### config.mk
export PLATFORM = sky130hd
export DESIGN_NAME = double_ended_queue_core
export DESIGN_NICKNAME = d
export VERILOG_FILES = /design/src/sv/deq_pkg.sv /design/src/sv/double_ended_queue_core.sv /design/src/sv/deq_ram.sv /design/src/sv/deq_ctrl.sv
export SDC_FILE = /design/constraint.sdc
export NUM_CORES = 2
export LEC_CHECK = 0
export BUFFER_PORTS_ARGS = -buffer_cell sky130_fd_sc_hd__buf_2
export CORE_MARGIN = 5
export CORE_UTILIZATION = 55
export CTS_BUF_LIST = sky130_fd_sc_hd__clkbuf_16
export DETAILED_ROUTE_END_ITERATION = 8
export PLACE_DENSITY = 0.72
export SKIP_LAST_GASP = 1
export SYNTH_ARGS = -nofsm -noshare
export SYNTH_HDL_FRONTEND = slang
export SYNTH_SLANG_ARGS = --single-unit
### constraint.sdc
create_clock -name i_clk -period 18.9 [get_ports i_clk]
set_input_delay 1.89 -clock i_clk [delete_from_list [all_inputs] [get_ports i_clk]]
set_output_delay 1.89 -clock i_clk [all_outputs]
set_load 0.005 [all_outputs]
### src/sv/deq_pkg.sv
// Shared types and constants of the double-ended queue.
package deq_pkg;

    // Default number of words the ring store holds.
    localparam int DEQ_DEPTH_DEF = 16;

    // Width of one stored word.
    localparam int WORD_W = 64;

    // The input word carries a 3-bit operation and a 64-bit value, padded to 72 bits.
    localparam int OP_W       = 3;
    localparam int IN_TDATA_W = ((OP_W + WORD_W + 7) / 8) * 8;

    typedef enum logic [OP_W-1:0] {
        OP_PUSH_FRONT = 3'd0,
        OP_PUSH_BACK  = 3'd1,
        OP_POP_FRONT  = 3'd2,
        OP_POP_BACK   = 3'd3,
        OP_REVERSE    = 3'd4,
        OP_REPORT     = 3'd5
    } t_op;

    typedef enum logic [1:0] {
        ST_DONE  = 2'd0,
        ST_UNDER = 2'd1,
        ST_OVER  = 2'd2
    } t_status;

    // Facts about one step that the result formatter needs, held in a register.
    typedef struct packed {
        logic    rev;
        logic    empty;
        t_status status;
    } t_step_info;

endpackage

### src/sv/double_ended_queue_core.sv
// Top level of the bounded double-ended queue with one-step reverse.
//
// A bounded double-ended queue of 64-bit words held in a ring store of DEPTH
// entries. Each input word carries an operation (push front, push back, pop
// front, pop back, reverse, or report only) and a value, and produces exactly
// one result word with the front and back words, the count, an empty flag and
// a status. A push into a full queue is dropped with status overflow, a pop
// from an empty queue leaves it unchanged with status underflow, and front and
// back read as zero while the queue is empty. Reverse only toggles a direction
// flag, so it costs no more than any other operation. Each input word is handled
// in an accept step and a read step: in the accept step the head, count and
// direction registers update, a pushed word is written and both end slots are
// read from the store; in the read step the registered store read data is
// formatted into the output register once that register is free. A finished
// result may wait in the output register while the next input word is taken.
// The store needs no clearing after reset: only slots written by a push are
// ever shown.
module double_ended_queue_core #(
    parameter int DEPTH   = deq_pkg::DEQ_DEPTH_DEF,
    localparam int CW     = $clog2(DEPTH + 1),
    localparam int OUT_W  = ((2 * deq_pkg::WORD_W + CW + 3 + 7) / 8) * 8
) (
    input  logic                           i_clk,
    input  logic                           i_rst_n,
    // Input words.
    input  logic                           i_s_axis_tvalid,
    output logic                           o_s_axis_tready,
    // From bit 0: operation (3), value (64), zero padding.
    input  logic [deq_pkg::IN_TDATA_W-1:0] i_s_axis_tdata,
    // Result words.
    output logic                           o_m_axis_tvalid,
    input  logic                           i_m_axis_tready,
    // From bit 0: front_value (64), back_value (64), entry_count (CW),
    // is_empty (1), status (2), zero padding.
    output logic [OUT_W-1:0]               o_m_axis_tdata
);
    import deq_pkg::*;

    localparam int AW = $clog2(DEPTH);

    typedef enum logic {
        S_IDLE,
        S_READ
    } t_state;

    t_state             r_state;
    logic               r_out_valid;
    logic [OUT_W-1:0]   r_out_tdata, n_out_tdata;

    logic               step;
    t_op                op;
    logic [WORD_W-1:0]  push_word;

    logic               wr_en;
    logic [AW-1:0]      wr_addr, rd_addr_low, rd_addr_high;
    logic [WORD_W-1:0]  rd_low, rd_high, front_w, back_w;
    logic [CW-1:0]      count;
    t_step_info         info;
    logic               out_free;

    // One word is in flight at a time; the state registers settle in the accept cycle.
    assign o_s_axis_tready = (r_state == S_IDLE);
    assign step            = i_s_axis_tvalid && o_s_axis_tready;
    assign op              = t_op'(i_s_axis_tdata[OP_W-1:0]);
    assign push_word       = i_s_axis_tdata[OP_W +: WORD_W];

    deq_ctrl #(
        .DEPTH (DEPTH)
    ) u_ctrl (
        .i_clk          (i_clk),
        .i_rst_n        (i_rst_n),
        .i_step         (step),
        .i_op           (op),
        .o_wr_en        (wr_en),
        .o_wr_addr      (wr_addr),
        .o_rd_addr_low  (rd_addr_low),
        .o_rd_addr_high (rd_addr_high),
        .o_count        (count),
        .o_info         (info)
    );

    // Both end slots are read on every accepted word, so the read data stays
    // valid until the next word is accepted.
    deq_ram #(
        .DEPTH (DEPTH),
        .WIDTH (WORD_W)
    ) u_ram (
        .i_clk       (i_clk),
        .i_wr_en     (wr_en),
        .i_wr_addr   (wr_addr),
        .i_wr_data   (push_word),
        .i_rd_en     (step),
        .i_rd_addr_a (rd_addr_low),
        .i_rd_addr_b (rd_addr_high),
        .o_rd_data_a (rd_low),
        .o_rd_data_b (rd_high)
    );

    // The low slot is the front unless the queue is reversed; both ends read
    // as zero when nothing is held.
    always_comb begin
        front_w = '0;
        back_w  = '0;
        if (!info.empty) begin
            front_w = info.rev ? rd_high : rd_low;
            back_w  = info.rev ? rd_low : rd_high;
        end
        n_out_tdata                                = '0;
        n_out_tdata[0 +: WORD_W]                   = front_w;
        n_out_tdata[WORD_W +: WORD_W]              = back_w;
        n_out_tdata[2 * WORD_W +: CW]              = count;
        n_out_tdata[2 * WORD_W + CW]               = info.empty;
        n_out_tdata[2 * WORD_W + CW + 1 +: 2]      = info.status;
    end

    // The output register can take a new result when it is empty or is being drained.
    assign out_free = !r_out_valid || i_m_axis_tready;

    // In the read state the output register is either reloaded (when it is free)
    // or holds a stalled word, so a drain only needs handling in the idle state.
    always_ff @(posedge i_clk) begin
        if (!i_rst_n) begin
            r_state     <= S_IDLE;
            r_out_valid <= 1'b0;
        end else begin
            unique case (r_state)
                S_IDLE: begin
                    if (r_out_valid && i_m_axis_tready) begin
                        r_out_valid <= 1'b0;
                    end
                    if (step) begin
                        r_state <= S_READ;
                    end
                end
                S_READ: begin
                    if (out_free) begin
                        r_out_valid <= 1'b1;
                        r_out_tdata <= n_out_tdata;
                        r_state     <= S_IDLE;
                    end
                end
                default: begin
                    r_out_valid <= 1'b0;
                    r_state     <= S_IDLE;
                end
            endcase
        end
    end

    assign o_m_axis_tvalid = r_out_valid;
    assign o_m_axis_tdata  = r_out_tdata;

    // The count never goes past the store depth.
    a_count_bound: assert property (@(posedge i_clk) disable iff (!i_rst_n)
        count <= CW'(DEPTH))
        else $error("word count exceeds store depth");

    // An accepted word blocks the input until its result has been formed.
    a_one_in_flight: assert property (@(posedge i_clk) disable iff (!i_rst_n)
        step |=> !o_s_axis_tready)
        else $error("input accepted while a word is in flight");

    // The empty flag of a result agrees with its count.
    a_empty_matches: assert property (@(posedge i_clk) disable iff (!i_rst_n)
        o_m_axis_tvalid |->
            (o_m_axis_tdata[2 * WORD_W + CW] == (o_m_axis_tdata[2 * WORD_W +: CW] == '0)))
        else $error("empty flag disagrees with count");

    // An empty queue shows zero at both ends.
    a_empty_zero: assert property (@(posedge i_clk) disable iff (!i_rst_n)
        (o_m_axis_tvalid && o_m_axis_tdata[2 * WORD_W + CW]) |->
            (o_m_axis_tdata[2 * WORD_W - 1:0] == '0))
        else $error("nonzero end words on an empty queue");

endmodule

### src/sv/deq_ram.sv
// Ring store: one write port and two registered read ports, write-first.
module deq_ram #(
    parameter int DEPTH = deq_pkg::DEQ_DEPTH_DEF,
    parameter int WIDTH = deq_pkg::WORD_W,
    localparam int AW   = $clog2(DEPTH)
) (
    input  logic             i_clk,
    input  logic             i_wr_en,
    input  logic [AW-1:0]    i_wr_addr,
    input  logic [WIDTH-1:0] i_wr_data,
    input  logic             i_rd_en,
    input  logic [AW-1:0]    i_rd_addr_a,
    input  logic [AW-1:0]    i_rd_addr_b,
    output logic [WIDTH-1:0] o_rd_data_a,
    output logic [WIDTH-1:0] o_rd_data_b
);

    logic [WIDTH-1:0] mem [DEPTH];

    always_ff @(posedge i_clk) begin
        if (i_wr_en) begin
            mem[i_wr_addr] <= i_wr_data;
        end
    end

    // A read of the slot being written in the same cycle returns the new word.
    always_ff @(posedge i_clk) begin
        if (i_rd_en) begin
            if (i_wr_en && (i_wr_addr == i_rd_addr_a)) begin
                o_rd_data_a <= i_wr_data;
            end else begin
                o_rd_data_a <= mem[i_rd_addr_a];
            end
            if (i_wr_en && (i_wr_addr == i_rd_addr_b)) begin
                o_rd_data_b <= i_wr_data;
            end else begin
                o_rd_data_b <= mem[i_rd_addr_b];
            end
        end
    end

endmodule

### src/sv/deq_ctrl.sv
// Queue bookkeeping: head slot, word count and direction flag, plus store addressing.
module deq_ctrl #(
    parameter int DEPTH = deq_pkg::DEQ_DEPTH_DEF,
    localparam int AW   = $clog2(DEPTH),
    localparam int CW   = $clog2(DEPTH + 1)
) (
    input  logic                i_clk,
    input  logic                i_rst_n,
    input  logic                i_step,
    input  deq_pkg::t_op        i_op,
    output logic                o_wr_en,
    output logic [AW-1:0]       o_wr_addr,
    output logic [AW-1:0]       o_rd_addr_low,
    output logic [AW-1:0]       o_rd_addr_high,
    output logic [CW-1:0]       o_count,
    output deq_pkg::t_step_info o_info
);
    import deq_pkg::*;

    localparam int SW = AW + 1;

    logic [AW-1:0] r_head, n_head;
    logic [CW-1:0] r_count, n_count;
    logic          r_rev, n_rev;
    t_step_info    r_info;

    logic          full, empty, low_side, wr_en_c;
    t_status       status_c;
    logic [AW-1:0] head_inc, head_dec, tail_slot, wr_addr_c, high_slot;
    logic [SW-1:0] tail_sum, high_sum;
    logic [CW-1:0] count_m1;

    assign full     = (r_count == CW'(DEPTH));
    assign empty    = (r_count == '0);
    assign low_side = ((i_op == OP_PUSH_FRONT) || (i_op == OP_POP_FRONT)) ^ r_rev;
    assign head_inc = (r_head == AW'(DEPTH - 1)) ? '0 : r_head + AW'(1);
    assign head_dec = (r_head == '0) ? AW'(DEPTH - 1) : r_head - AW'(1);

    // Slot just past the last held word; only used when the store is not full.
    assign tail_sum  = {1'b0, r_head} + {1'b0, r_count[AW-1:0]};
    assign tail_slot = (tail_sum >= SW'(DEPTH)) ? AW'(tail_sum - SW'(DEPTH)) : tail_sum[AW-1:0];

    always_comb begin
        n_head    = r_head;
        n_count   = r_count;
        n_rev     = r_rev;
        status_c  = ST_DONE;
        wr_en_c   = 1'b0;
        wr_addr_c = tail_slot;
        unique case (i_op) inside
            OP_PUSH_FRONT, OP_PUSH_BACK: begin
                if (full) begin
                    status_c = ST_OVER;
                end else begin
                    wr_en_c = 1'b1;
                    n_count = r_count + CW'(1);
                    if (low_side) begin
                        n_head    = head_dec;
                        wr_addr_c = head_dec;
                    end
                end
            end
            OP_POP_FRONT, OP_POP_BACK: begin
                if (empty) begin
                    status_c = ST_UNDER;
                end else begin
                    n_count = r_count - CW'(1);
                    if (low_side) begin
                        n_head = head_inc;
                    end
                end
            end
            OP_REVERSE: begin
                n_rev = ~r_rev;
            end
            default: begin
            end
        endcase
    end

    // Last held slot after the step; meaningless when the queue ends up empty.
    assign count_m1  = n_count - CW'(1);
    assign high_sum  = {1'b0, n_head} + {1'b0, count_m1[AW-1:0]};
    assign high_slot = (high_sum >= SW'(DEPTH)) ? AW'(high_sum - SW'(DEPTH)) : high_sum[AW-1:0];

    always_ff @(posedge i_clk) begin
        if (!i_rst_n) begin
            r_head  <= '0;
            r_count <= '0;
            r_rev   <= 1'b0;
            r_info  <= '{rev: 1'b0, empty: 1'b1, status: ST_DONE};
        end else if (i_step) begin
            r_head  <= n_head;
            r_count <= n_count;
            r_rev   <= n_rev;
            r_info  <= '{rev: n_rev, empty: (n_count == '0), status: status_c};
        end
    end

    assign o_wr_en        = i_step && wr_en_c;
    assign o_wr_addr      = wr_addr_c;
    assign o_rd_addr_low  = n_head;
    assign o_rd_addr_high = high_slot;
    assign o_count        = r_count;
    assign o_info         = r_info;

endmodule

==> summary.txt <==
Outcome
  • Status: complete, no violations

Die
  • Core Footprint: 110,000 um2
  • Number of I/O pins: 214
  • DIE AREA: 118,000 um2
  • Die width: 343 um
  • Chip Height: 343 um
  • Starting Density: 55.3%
  • Row cnt: 122

CTS
  • # H-tree levels: 4
  • Clock sinks: 1,303
  • Cts bufs inserted: 139
  • CTS tree: done
  • Root Buffer: clkbuf_16
  • CTS Hold Bufs: 0
  • Post-CTS resize count: 0
  • Total setup buffers inserted after CTS: 0
  • CTS Buffer Depth: 3
  • Clk_lat worst skew: 750 ps
  • Clk pin slew, worst setup/hold paths: 60 ps

Power and ir drop
  • Power Density: 132 nW/um2
  • Leakage power: 22.9 nW
  • Maximum VDD drop: 0.000215 V
  • PnR Total Power: 8.91 mW

Detailed routing
  • Post-detailed-route count of antenna-violating nets: 0
  • DR vias/cell: 6.66
  • Drc violations: 0
  • Drt first-iter violations: 4,674
  • DR vias: 39,900
  • Pre-Repair DR Iteration Count: 8
  • Post-Route WL: 165,000 um
  • DR WL/cell: 27.5 um

Cells and area
  • Nets@finish: 4,468
  • Share of layout cells above drive strength 1: 18.7%
  • Register area: 39,000 um2
  • Multi-input gate area: 20,700 um2
  • Finished Layout Cells: 5,988
  • Final Util: 61.4%
  • P&R area growth vs syn: 11.0%
  • # fillers: 8,205

Yosys
  • Syn_area_per_cell: 14.1 um2
  • Area contributors post-synth: edfxtp_1 63%, mux4_2 9.4%, mux2i_1 5.2%
  • FFs w/ async S/R, synth: 0%
  • Main synth FF type: edfxtp_1
  • Area leader, netlist: edfxtp_1
  • Post-Syn Instances: 4,314
  • Post-Syn Area: 61,000 um2
  • Net Count, Synth: 4,404
  • EDFF count, synth: 1,288
  • Most common cell in the netlist: edfxtp_1
  • Commonest cells post-synth: 1,288 x edfxtp_1, 853 x nand2_1, 320 x mux2i_1, 270 x nand3_1
  • Flops & latches, synth: 1,303
  • Yosys synthesis warning count: 0
  • Synth top area share: 63.4%
  • Netlist cell types: 67
  • Sequential area share after synthesis: 63.9%

Timing
  • Slew Limit Fails: 0
  • Final setup viols: 0
  • Worst Slack Setup Final: 10,040 ps
  • Max_slew headroom: 13.9%
  • Fin crit period: 8860 ps
  • Hold Vio Cnt, Final: 0
  • RSZ-0062 raised after global routing: false
  • Setup TNS: 0 ps
  • Setup Skew: 28.7 ps
  • Period utilization: 46.9%
  • Max Clk Rate: 0.113 GHz
  • Tightest Pin Transition: 1290 ps

Setup path
  • Crit path launch type: input pin
  • Crit path arrival time: 9340 ps
  • Cells along the critical path: buf_2 > xor2_1 > nor3_1 > o221a_2 > nor2_4 > inv_8 > ha_4 > fa_4 > buf_4 > buf_4 > buf_4 > mux4_2 > mux2i_1 > mux2i_1 > mux2_2
  • RR Endpoint: u_ram.o_rd_data_b[45]
  • R2R Setup Slk: 10,360 ps
  • Worst r2r path cells: 16
  • Critical path class: input pin to flip-flop
  • CP Data Required Time: 19,380 ps
  • Most used cell along the critical path: buf_4
  • Crit path from: i_s_axis_tdata[0]
  • CP max stage delay: 1290 ps
  • Max FO, Critical Path: 92
  • Worst reg2reg startpoint: u_ctrl.o_count[1]
  • Worst path slowest cell: fa_4
  • Critical Path End Type: flip-flop

Job
  • Max Cap Viol: 0

Global routing
  • Number of global-route vias before repair: 39,600
  • Met3 Usage GRT: 4.81%
  • Largest net degree at the start of global routing: 170
  • Global Route Usage Sum: 27.6%
  • Total grt overflow: 0
  • Initial antenna violation count: 22
  • Most used routing layer: met2
  • Met2 usage: 45.8%
  • GR Util met1: 36.3%
  • First-pass GRT wire length: 243,000 um

Placed design
  • Final HPWL from detailed placement: 84,100 um
  • Worst slack, placed: 9230 ps
  • Final Wtd Congestion: 0.799
  • Port buffer count: 208
  • Placed cells: 5,725

Min path
  • Hold EP: o_m_axis_tdata[134]
  • Hold Crit Depth: 0
  • Min-delay src: u_ctrl.o_info[0]
  • Worst Hold Class: flip-flop to flip-flop
[cell type report]
class                   instances  area share [%]
diodes                         14          0.0517
clock buffers                 145            5.36
clock inverters               104            1.07
inverters                      15           0.115
multi-input cells            2631            30.6
flip-flops and latches       1303            57.6
well taps                    1488            2.75
repair buffers                288            2.52
[metal layers]
layer	up-vias	share of wire, %
met5	-	0.039
met4	10	4.1
met3	452	10
met2	2356	49
met1	20000	37
li1	17100	-
[cells by family after synthesis]
family                   synth area share (%)
AND/OR/NAND/NOR                          10.2
flip-flops                               63.9
multiplexers                             16.0
AO/OA/AOI/OAI                            6.70
buffers and inverters                    2.57
XOR/XNOR                                0.324
adder cells (fa/ha/maj)                 0.312
[how the worst max path moves through the flow]
stage | to | slack (ps) | cells after the start
finish | u_ram.o_rd_data_b[45] | 10040 | 15
global route | u_ram.o_rd_data_b[45] | 9450 | 15
CTS | u_ram.o_rd_data_b[45] | 10010 | 15
detailed placement | u_ram.o_rd_data_b[45] | 9230 | 15
global placement | u_ram.o_rd_data_b[45] | 9250 | 15
floorplan | o_m_axis_tdata[0] | 10420 | 3
[flip-flops by register name, summed over array words and instances (netlist names)]
| signal | count |
|---|---|
| o_m_axis_tvalid | 1 |
| u_ram.o_rd_data_a | 64 |
| u_ctrl.r_head | 4 |
| u_ctrl.o_info | 3 |
| u_ram.mem | 1024 |
| o_m_axis_tdata | 136 |
| r_state | 1 |
| u_ram.o_rd_data_b | 64 |
| u_ctrl.r_rev | 1 |
| u_ctrl.o_count | 5 |
[stage by stage]
stage               instance area [um2]  hold slack [ps]
finish                            67700              444
global route                      67700              474
CTS                               67700              442
detailed placement                63300              429
global placement                  63300              415
floorplan                         61000              408
[worst max-delay path, delay by kind of cell]
kind            cells  cell delay [ps]
mux                 4             1180
simple gates        2              740
compound gates      1              360
buf+inv             5             2910
fa+ha+maj           2             1600
xor+xnor            1              460
[layout by cell type (no fill, tap or decap), types with 4 or more instances in the layout]
master	synthesis	routed
a211oi_1	130	129
a21o_1	4	4
a21oi_1	7	7
a311oi_1	256	256
and2_1	6	6
and3_1	129	129
buf_12	0	5
buf_2	71	208
buf_4	8	75
bufinv_16	0	10
clkbuf_16	0	145
clkinv_1	1	31
clkinv_2	0	22
dfxtp_1	15	13
diode_2	0	14
edfxtp_1	1288	1288
ha_1	12	11
inv_1	12	44
inv_6	0	9
mux2_2	64	64
mux2i_1	320	320
mux4_2	256	256
nand2_1	853	853
nand3_1	270	270
nor2_1	164	146
nor2_4	0	19
nor2b_1	4	4
nor3_1	5	5
o21a_1	5	5
o21ai_0	5	4
o31ai_1	65	65
or3_1	4	4
xnor2_1	12	12
xor2_1	6	4
[power breakdown]
part	switching (mW)	leakage [nW]	internal, mW
sequential	0.0830	11.8	3.40
combinational	1.53	8.75	1.29
clock	1.09	2.27	1.52
total	2.71	22.9	6.21
Power figures use the tool's default switching activity.
